## src/rtl/core/tco_pkg.sv

```systemverilog
// Shared types and constants for the TTL handle cache.
package tco_pkg;

  localparam int unsigned Capacity = 256;
  localparam logic [31:0] TtlReset = 32'd5000;
  localparam int unsigned TimeW    = 63;
  localparam int unsigned KeyW     = 256;

  typedef enum logic [2:0] {
    OUT_HIT      = 3'd0,
    OUT_MISS     = 3'd1,
    OUT_STALE    = 3'd2,
    OUT_STORED   = 3'd3,
    OUT_REJECTED = 3'd4
  } outcome_e;

  typedef enum logic [3:0] {
    ST_IDLE,
    ST_LK_SCAN,
    ST_LK_DONE,
    ST_IN_PURGE,
    ST_IN_EVICT,
    ST_IN_EVDROP,
    ST_IN_FIND,
    ST_IN_WRITE,
    ST_RESP
  } state_e;

  typedef struct packed {
    logic        action;
    logic [63:0] key_word0;
    logic [63:0] key_word1;
    logic [63:0] key_word2;
    logic [63:0] key_word3;
    logic [62:0] now_ms;
    logic [62:0] token_expiry_ms;
    logic        eligible;
    logic [31:0] context_in;
  } req_t;

  typedef struct packed {
    logic [2:0]  outcome;
    logic [31:0] context_out;
  } rsp_t;

  typedef struct packed {
    logic [KeyW-1:0]  key;
    logic [TimeW-1:0] expiry;
    logic [TimeW-1:0] created;
    logic [31:0]      handle;
  } entry_t;

endpackage

```

## src/rtl/core/tco_ctrl.sv

```systemverilog
// Sequencer that sweeps the entry memory for lookups and inserts.
module tco_ctrl #(
  parameter int unsigned Capacity = tco_pkg::Capacity,
  localparam int unsigned IdxW = $clog2(Capacity),
  localparam int unsigned CntW = $clog2(Capacity + 1)
) (
  input  logic             clk_i,
  input  logic             rst_ni,
  input  logic             start_i,
  input  tco_pkg::req_t    req_i,
  input  logic [31:0]      ttl_ms_i,
  output logic             busy_o,
  output logic             done_o,
  output tco_pkg::rsp_t    rsp_o,
  output logic [IdxW-1:0]  rd_addr_o,
  input  tco_pkg::entry_t  rd_data_i,
  input  logic             rd_valid_i,
  output logic             wr_en_o,
  output logic [IdxW-1:0]  wr_addr_o,
  output tco_pkg::entry_t  wr_data_o,
  output logic             set_en_o,
  output logic             clr_en_o,
  output logic [IdxW-1:0]  vld_addr_o
);

  localparam logic [CntW-1:0] CapC = CntW'(Capacity);
  localparam logic [IdxW-1:0] LastIdx = IdxW'(Capacity - 1);

  tco_pkg::state_e state_q, state_d;
  tco_pkg::req_t   req_q, req_d;
  logic [62:0]     exp_q, exp_d;
  logic [IdxW:0]   ptr_q, ptr_d;       // issued read address, top bit marks sweep end
  logic            rv_q, rv_d;         // a read is in flight
  logic [IdxW-1:0] rix_q, rix_d;       // index of the data now returning
  logic [CntW-1:0] cnt_q, cnt_d;
  logic            hit_q, hit_d;
  logic [IdxW-1:0] hix_q, hix_d;
  logic            free_q, free_d;
  logic [IdxW-1:0] fix_q, fix_d;
  logic            old_q, old_d;
  logic [IdxW-1:0] oix_q, oix_d;
  logic [62:0]     oct_q, oct_d;
  tco_pkg::rsp_t   rsp_q, rsp_d;
  logic            done_q, done_d;

  logic            key_eq, stale;
  logic [63:0]     sum;
  logic [62:0]     exp_c;

  assign key_eq = rd_valid_i && rd_data_i.key ==
                  {req_q.key_word3, req_q.key_word2, req_q.key_word1, req_q.key_word0};
  assign stale  = rd_data_i.expiry <= req_q.now_ms;

  always_comb begin
    sum   = {1'b0, req_i.now_ms} + {32'd0, ttl_ms_i};
    exp_c = sum[63] ? {63{1'b1}} : sum[62:0];
    if (req_i.token_expiry_ms != '0 && req_i.token_expiry_ms < exp_c) begin
      exp_c = req_i.token_expiry_ms;
    end
  end

  always_ff @(posedge clk_i or negedge rst_ni) begin
    if (!rst_ni) begin
      state_q <= tco_pkg::ST_IDLE;
      cnt_q   <= '0;
      rv_q    <= 1'b0;
      done_q  <= 1'b0;
      ptr_q   <= '0;
    end else begin
      state_q <= state_d;
      cnt_q   <= cnt_d;
      rv_q    <= rv_d;
      done_q  <= done_d;
      ptr_q   <= ptr_d;
    end
  end

  always_ff @(posedge clk_i) begin
    req_q  <= req_d;
    exp_q  <= exp_d;
    rix_q  <= rix_d;
    hit_q  <= hit_d;
    hix_q  <= hix_d;
    free_q <= free_d;
    fix_q  <= fix_d;
    old_q  <= old_d;
    oix_q  <= oix_d;
    oct_q  <= oct_d;
    rsp_q  <= rsp_d;
  end

  always_comb begin
    state_d = state_q;
    req_d = req_q; exp_d = exp_q; ptr_d = ptr_q; rv_d = 1'b0; rix_d = ptr_q[IdxW-1:0];
    cnt_d = cnt_q; hit_d = hit_q; hix_d = hix_q; free_d = free_q; fix_d = fix_q;
    old_d = old_q; oix_d = oix_q; oct_d = oct_q; rsp_d = rsp_q; done_d = 1'b0;
    rd_addr_o = ptr_q[IdxW-1:0];
    wr_en_o = 1'b0; wr_addr_o = hix_q; wr_data_o = '0;
    set_en_o = 1'b0; clr_en_o = 1'b0; vld_addr_o = rix_q;

    // issue the next read while a sweep is running
    if (state_q == tco_pkg::ST_LK_SCAN || state_q == tco_pkg::ST_IN_PURGE ||
        state_q == tco_pkg::ST_IN_EVICT || state_q == tco_pkg::ST_IN_FIND) begin
      if (!ptr_q[IdxW]) begin
        rv_d  = 1'b1;
        ptr_d = (ptr_q[IdxW-1:0] == LastIdx) ? {1'b1, {IdxW{1'b0}}} : ptr_q + 1'b1;
      end
    end

    unique case (state_q)
      tco_pkg::ST_IDLE: begin
        if (start_i) begin
          req_d = req_i; exp_d = exp_c; ptr_d = '0;
          hit_d = 1'b0; free_d = 1'b0; old_d = 1'b0;
          if (!req_i.action) begin
            if (!req_i.eligible) begin
              rsp_d = '{outcome: tco_pkg::OUT_MISS, context_out: '0};
              state_d = tco_pkg::ST_RESP;
            end else begin
              state_d = tco_pkg::ST_LK_SCAN;
            end
          end else if (!req_i.eligible || exp_c <= req_i.now_ms) begin
            rsp_d = '{outcome: tco_pkg::OUT_REJECTED, context_out: '0};
            state_d = tco_pkg::ST_RESP;
          end else begin
            state_d = tco_pkg::ST_IN_PURGE;
          end
        end
      end
      tco_pkg::ST_LK_SCAN: begin
        if (rv_q && key_eq && !hit_q) begin
          hit_d = 1'b1; hix_d = rix_q;
          if (stale) begin
            clr_en_o = 1'b1;
            if (cnt_q != '0) cnt_d = cnt_q - 1'b1;
            rsp_d = '{outcome: tco_pkg::OUT_STALE, context_out: '0};
          end else begin
            rsp_d = '{outcome: tco_pkg::OUT_HIT, context_out: rd_data_i.handle};
          end
        end
        if (!rv_q && ptr_q[IdxW]) state_d = tco_pkg::ST_LK_DONE;
      end
      tco_pkg::ST_LK_DONE: begin
        if (!hit_q) rsp_d = '{outcome: tco_pkg::OUT_MISS, context_out: '0};
        state_d = tco_pkg::ST_RESP;
      end
      tco_pkg::ST_IN_PURGE: begin
        if (rv_q && rd_valid_i && stale) begin
          clr_en_o = 1'b1;
          if (cnt_q != '0) cnt_d = cnt_q - 1'b1;
        end
        if (!rv_q && ptr_q[IdxW]) begin
          ptr_d = '0;
          state_d = (cnt_d >= CapC) ? tco_pkg::ST_IN_EVICT : tco_pkg::ST_IN_FIND;
          old_d = 1'b0;
        end
      end
      tco_pkg::ST_IN_EVICT: begin
        if (rv_q && rd_valid_i && (!old_q || rd_data_i.created < oct_q)) begin
          old_d = 1'b1; oix_d = rix_q; oct_d = rd_data_i.created;
        end
        if (!rv_q && ptr_q[IdxW]) state_d = tco_pkg::ST_IN_EVDROP;
      end
      tco_pkg::ST_IN_EVDROP: begin
        vld_addr_o = oix_q;
        if (old_q) begin
          clr_en_o = 1'b1;
          if (cnt_q != '0) cnt_d = cnt_q - 1'b1;
        end else begin
          cnt_d = '0;
        end
        ptr_d = '0; old_d = 1'b0;
        state_d = (old_q && cnt_d >= CapC) ? tco_pkg::ST_IN_EVICT : tco_pkg::ST_IN_FIND;
      end
      tco_pkg::ST_IN_FIND: begin
        if (rv_q) begin
          if (key_eq && !hit_q) begin
            hit_d = 1'b1; hix_d = rix_q;
          end
          if (!rd_valid_i && !free_q) begin
            free_d = 1'b1; fix_d = rix_q;
          end
        end
        if (!rv_q && ptr_q[IdxW]) state_d = tco_pkg::ST_IN_WRITE;
      end
      tco_pkg::ST_IN_WRITE: begin
        wr_data_o.key     = {req_q.key_word3, req_q.key_word2,
                             req_q.key_word1, req_q.key_word0};
        wr_data_o.expiry  = exp_q;
        wr_data_o.created = req_q.now_ms;
        wr_data_o.handle  = req_q.context_in;
        if (hit_q) begin
          wr_en_o = 1'b1; wr_addr_o = hix_q;
        end else if (free_q) begin
          wr_en_o = 1'b1; wr_addr_o = fix_q;
          set_en_o = 1'b1; vld_addr_o = fix_q;
          cnt_d = cnt_q + 1'b1;
        end
        rsp_d = '{outcome: tco_pkg::OUT_STORED, context_out: '0};
        state_d = tco_pkg::ST_RESP;
      end
      tco_pkg::ST_RESP: begin
        done_d = 1'b1;
        state_d = tco_pkg::ST_IDLE;
      end
      default: state_d = tco_pkg::ST_IDLE;
    endcase
  end

  assign busy_o = state_q != tco_pkg::ST_IDLE;
  assign done_o = done_q;
  assign rsp_o  = rsp_q;

endmodule

```

## config.mk

```make
export PLATFORM = sky130hd
export DESIGN_NAME = tco_ctrl
export DESIGN_NICKNAME = d
export VERILOG_FILES = /design/src/rtl/core/tco_pkg.sv /design/src/rtl/core/tco_ctrl.sv
export SDC_FILE = /design/constraint.sdc
export NUM_CORES = 2
export LEC_CHECK = 0
export BUFFER_PORTS_ARGS = -buffer_cell sky130_fd_sc_hd__buf_4
export CAP_MARGIN = 20
export CORE_AREA = 2 2 517 519
export CTS_CLUSTER_SIZE = 10
export DETAILED_ROUTE_END_ITERATION = 12
export DIE_AREA = 0 0 519 521
export PLACE_DENSITY = 0.34
export SYNTH_ARGS = -nofsm -noshare
export SYNTH_HDL_FRONTEND = slang
export SYNTH_SLANG_ARGS = --single-unit
```

## constraint.sdc

```tcl
create_clock -name clk_i -period 11.2 [get_ports clk_i]
set_input_delay 1.12 -clock clk_i [delete_from_list [all_inputs] [get_ports clk_i]]
set_output_delay 1.12 -clock clk_i [all_outputs]
set_load 0.05 [all_outputs]
```

== Yosys cells after proc, flatten, opt, wreduce, memory -nomap -nowiden ==
Index checks and enable logic that the tools add are counted.
Cells by class
  $add $sub $neg: 4
  multiply operators: 0
  div/mod/pow operators: 0
  order comparisons: 6
  eq/ne operators: 26
  shift-type cells: 0
  mux-type cells: 72
  bitwise gates (word level): 0
  reduce and logical (&&, ||, !) cells: 43
Operator list (number)
  414-bit two-way mux: 1
  256-bit == test: 1
  35-bit two-way mux: 6
  35-bit case mux with 4 select lines: 1
  63-bit <= comparator: 2
  63-bit less-than comparator: 2
  63-bit two-way mux: 2
  9-bit two-way mux: 14
  63-bit by 32-bit adder with 64-bit output: 1
  8-bit two-way mux: 8
  63-bit nonzero test: 1
  9-bit case mux with 4 select lines: 1
  34-bit two-way mux: 1
  4-bit two-way mux: 8
  8-bit case mux with 2 select lines: 2
  4-bit case mux with 7 select lines: 1
  9-bit case mux with 3 select lines: 1
  1-bit two-way mux: 20
  9-bit by 1-bit adder with 9-bit output, second input constant: 2
  9-bit >= comparator, second input constant: 2
  4-bit by 3-bit == test with 1-bit output, second input constant: 4
  2-bit by 1-bit != test with 1-bit output, second input constant: 8
  4-bit nonzero test: 4
  5-bit AND reduction: 3
  23 further kinds: 55
Word-level totals
  register bits after elaboration: 571
  bits in latches: 0
  bits in writable memories: 0
  memory bits (read-only): 0
  input bits: 866
  output and inout bits: 478
  memories kept: 0

== Depth between registers and ports, before layout ==
  depth after elaboration: 11
  depth in mapped cells: 35

== Worst setup path before layout ==
Ideal clock, no wire load.
  path kind: input -> register
  start: input req_i[96] (netlist bit)
  end: register rsp_q, in the netlist rsp_o[0], enable pin
  data arrival time: 10.004 ns
  required time: 10.719 ns
  setup slack: 0.715 ns
  stages on the path: 34
  buffers on the path: 4
  cell sequence: ha_1 > inv_1 > fa_1 > nor2b_1 > o2111ai_1 > a211o_1 > a21oi_2 > a211oi_1 > o21a_1 > buf_2 > or4_1 > xnor2_1 > nor2_1 > ha_1 > a21o_1 > a21o_1 > a21o_1 > a21o_1 > a21oi_1 > o211ai_1 > a21o_1 > buf_2 > buf_6 > buf_6 > a21oi_1 > ha_1 > a21o_1 > a221o_1 > a221oi_1 > o21ai_0 > a2111o_1 > a21oi_1 > a21oi_1 > a211oi_1
Between the ends
  cells in the longest elaborated chain, start to end: 9
Ends and longest elaborated chain
  start, declared: line tco_ctrl.sv:10  | input tco_pkg::req_t req_i,
  63-bit by 32-bit adder with 64-bit output (*): line tco_ctrl.sv:55  | sum = {1'b0, req_i.now_ms} + {32'd0, ttl_ms_i};
  63-bit two-way mux (*): line tco_ctrl.sv:56  | exp_c = sum[63] ? {63{1'b1}} : sum[62:0];
  63-bit less-than comparator: line tco_ctrl.sv:57  | if (req_i.token_expiry_ms != '0 && req_i.token_expiry_ms < exp_c) begin
  1-bit logical AND: line tco_ctrl.sv:57
  63-bit two-way mux (*): line tco_ctrl.sv:57
  named net exp_c[24]: line tco_ctrl.sv:48  | logic [62:0] exp_c;
  63-bit <= comparator (*): line tco_ctrl.sv:122  | end else if (!req_i.eligible || exp_c <= req_i.now_ms) begin
  1-bit logical OR (*): line tco_ctrl.sv:122
  3-bit != test (no line) (*)
  6-bit AND reduction (no line) (*)
  end signal, assigned: line tco_ctrl.sv:89  | rsp_q <= rsp_d;
  end, declared: line tco_ctrl.sv:43  | tco_pkg::rsp_t rsp_q, rsp_d;
The timed path passes the listed nets; every way through them passes the cells marked *.
A chain may end at the register's enable or synchronous reset.

== Final worst setup path ==
  start: input req_i[100] (netlist bit)
  end: register rsp_q, in the netlist rsp_o[29], enable pin
Same word-level chain as after synthesis.

==> impl_metrics.tcl <==
set metrics [dict create \
    status "completed" \
    vias_per_cell 3.975 \
    worst_path_largest_cell_delay_ns 0.54 \
    synthTopCellsByArea "edfxtp_1 (47%), ha_1 (10%), and2_1 (6.0%)" \
    cp-end-kind "flip-flop" \
    fillers 29621 \
    drt_iter0_drc 2686 \
    cts_made_buffers 87 \
    grt_pass1_wl_um 345800 \
    syn_nets 4373 \
    cp.required_ns 11.62 \
    ir_drop_mv 0.1361 \
    cts-resized-gates 0 \
    numClockSinks 571 \
    cts-htree-levels 3 \
    clk_latency_ns 0.75 \
    clock_path_buffers 3 \
    wl_um 274900 \
    overflow 0 \
    crit_type "input port to flip-flop" \
    drc 0 \
    finalHoldViolations 0 \
    async_reset_ff_frac 0.04203 \
    power.leakage_uw 0.02254 \
    synth_cells 3221 \
    cts_tree "built" \
    die_y_um 521 \
    antenna_found_initial 83 \
    syn_avg_cell_area_sq_um 10.65 \
    num_vias 32773 \
    crit_arrival_ns 10.19 \
    cts_setup_buffers 0 \
    synth_cell_type_count 80 \
    synth_flop_cell "edfxtp_1" \
    root_buffer "clkbuf_16" \
    setup_viol 0 \
    drv_cap 0 \
    die_x_um 519 \
    period_share 0.8730 \
    r2r_cells 9 \
    fmax_mhz 102.3 \
    drv_slew 0 \
    rsz0062_at_grt "false" \
    yosys_warnings 0 \
    grt_start_max_net_pins 121 \
    seq_area_sq_mm 0.01695 \
    synthesis.area_sq_mm 0.03432 \
    routedWlPerCell_um 33.35 \
    ctsHoldBuffers 0 \
    ant_nets 0 \
    dp_worst_setup_slack_ns 0.4003 \
    die-area_sq_mm 0.2704 \
    port_buffers 1343 \
    gp_congestion 0.9426 \
    netlist.area_leader.share 0.4717 \
    setup_slack_ns 1.422 \
    grt_pass1_vias 32938 \
    relSlewSlack 0.1257 \
    worst_path_most_repeated_cell "a21oi_1" \
    synth.largest_area_cell "edfxtp_1" \
    synth_most_common_cell "edfxtp_1" \
    core_sq_mm 0.2644 \
    synth_edf_count 539 \
    finalClockSkew_ns 0.03747 \
    ys_seq_area_frac 0.4938 \
    ys_seq_elements 571 \
    initial_core_util 0.1298 \
    grt_usage 0.1950 \
    area.growth.synth_to_final_pct 51.24 \
    totalNegativeSetupSlack_ns 0 \
    nNetsFinal 5763 \
    post-route-min-period_ns 9.778 \
    io_pins 1344 \
    critPathMaxFanout 67 \
    startpoint_type "input port" \
    crit_slowest_cell "a2111oi_0" \
    multi_input_area_sq_mm 0.01585 \
    tightest_slew_ns 1.278 \
    clk_pin_slew_worst_paths_ns 0.06 \
    hpwl_um 238700 \
    power.density_mw_per_mm2 173.1 \
    synth_top_cells_by_count "edfxtp_1 (539), and2_1 (329), inv_1 (302), ha_1 (285), nor2_1 (260)" \
    dp.cells 8053 \
    final-instance-count-excl-fill 8244 \
    dr.pass1.iters 7 \
    rows 189 \
    hold_class "input port to asynchronous set/reset pin" \
    power_uw 8982 \
    drive_gt1_frac 0.3355 \
]
-- report_power, final --
group | internal, uW | switching [uW]
combinational | 830 | 1690
clock | 1660 | 1230
sequential | 3020 | 547
-- cell type report --
| type | count | share of cell area |
|---|---|---|
| sequential | 571 | 0.3265 |
| multi-input combinational | 2244 | 0.3054 |
| timing repair buffer | 1405 | 0.2041 |
| tap | 3533 | 0.08518 |
| clock buffer | 107 | 0.04397 |
| inverter | 302 | 0.02199 |
| clock inverter | 50 | 0.01128 |
| antenna | 32 | 0.001543 |
-- logic make-up (layout without fill, tap and decap cells) --
logic type,Yosys count,after routing,share of synthesized area
XOR/XNOR,189,189,0.04846
buffers and inverters,406,1864,0.04700
flip-flops,571,571,0.4938
multiplexers,15,15,0.004704
other,0,32,0
AO/OA/AOI/OAI,565,565,0.1129
adder cells (fa/ha/maj),286,286,0.1045
AND/OR/NAND/NOR,1189,1189,0.1886
-- final timing paths --
check	from	to	slack, ns
min	rst_ni	cnt_q[0]	0.32
max reg2reg	req_q[330]	cnt_q[1]	6.79
min reg2reg	ptr_q[4]	rix_q[4]	0.46
max in group asynchronous	rst_ni	ptr_q[5]	10.59
max	req_i[100]	rsp_o[29]	1.42
min in group clk_i	ptr_q[4]	rix_q[4]	0.46
-- registers in the layout, summed over array words and instances (netlist names) --
register,count
hit_q,1
old_q,1
rix_q,8
hix_q,8
free_q,1
state_q,4
rv_q,1
rsp_o,35
oix_q,8
cnt_q,9
done_o,1
oct_q,63
exp_q,63
req_q,351
ptr_q,9
fix_q,8
-- cell usage in the layout, fill, tap and decap left out, types with 57 or more instances in the layout --
cell | Yosys | final
nand3_1 | 58 | 57
o21ai_0 | 62 | 61
xor2_1 | 109 | 109
buf_4 | 11 | 1398
nor2_1 | 260 | 258
a21o_1 | 83 | 82
clkbuf_16 | 0 | 87
nand2_1 | 112 | 112
and3_1 | 57 | 57
ha_1 | 285 | 285
nor2b_1 | 118 | 118
nor4_1 | 63 | 61
xnor2_1 | 79 | 79
edfxtp_1 | 539 | 539
nand4_1 | 87 | 87
and2_1 | 329 | 329
inv_1 | 302 | 301
a21oi_1 | 161 | 161
-- metal layers --
metal  wire length [um]  part of all wire  track usage
met1             110900              0.40       0.2341
met3              26520             0.096      0.07416
met2             131200              0.48       0.3305
met5                260           0.00095            0
met4               6056             0.022      0.03777
-- critical path: cells and delay by family --
family | cells | cell delay, ns
adders and majority gates | 3 | 1.10
AOI/OAI and AO/OA | 21 | 4.96
and+or+nand+nor | 4 | 1.03
buffers and inverters | 8 | 1.92
-- per-stage QoR --
| step | util | hold WS (ns) | cell area [sq um] |
|---|---|---|---|
| 2_1_floorplan | - | 0.3990 | 34320 |
| 3_5_place_dp | 0.1851 | 0.4482 | 48940 |
| 3_3_place_gp | 0.1850 | 0.4551 | 48920 |
| 4_1_cts | 0.1960 | 0.2379 | 51810 |
| 5_1_grt | 0.1960 | 0.2636 | 51830 |
| 6_report | 0.1963 | 0.3234 | 51900 |
(Power assumes the default switching activity.)
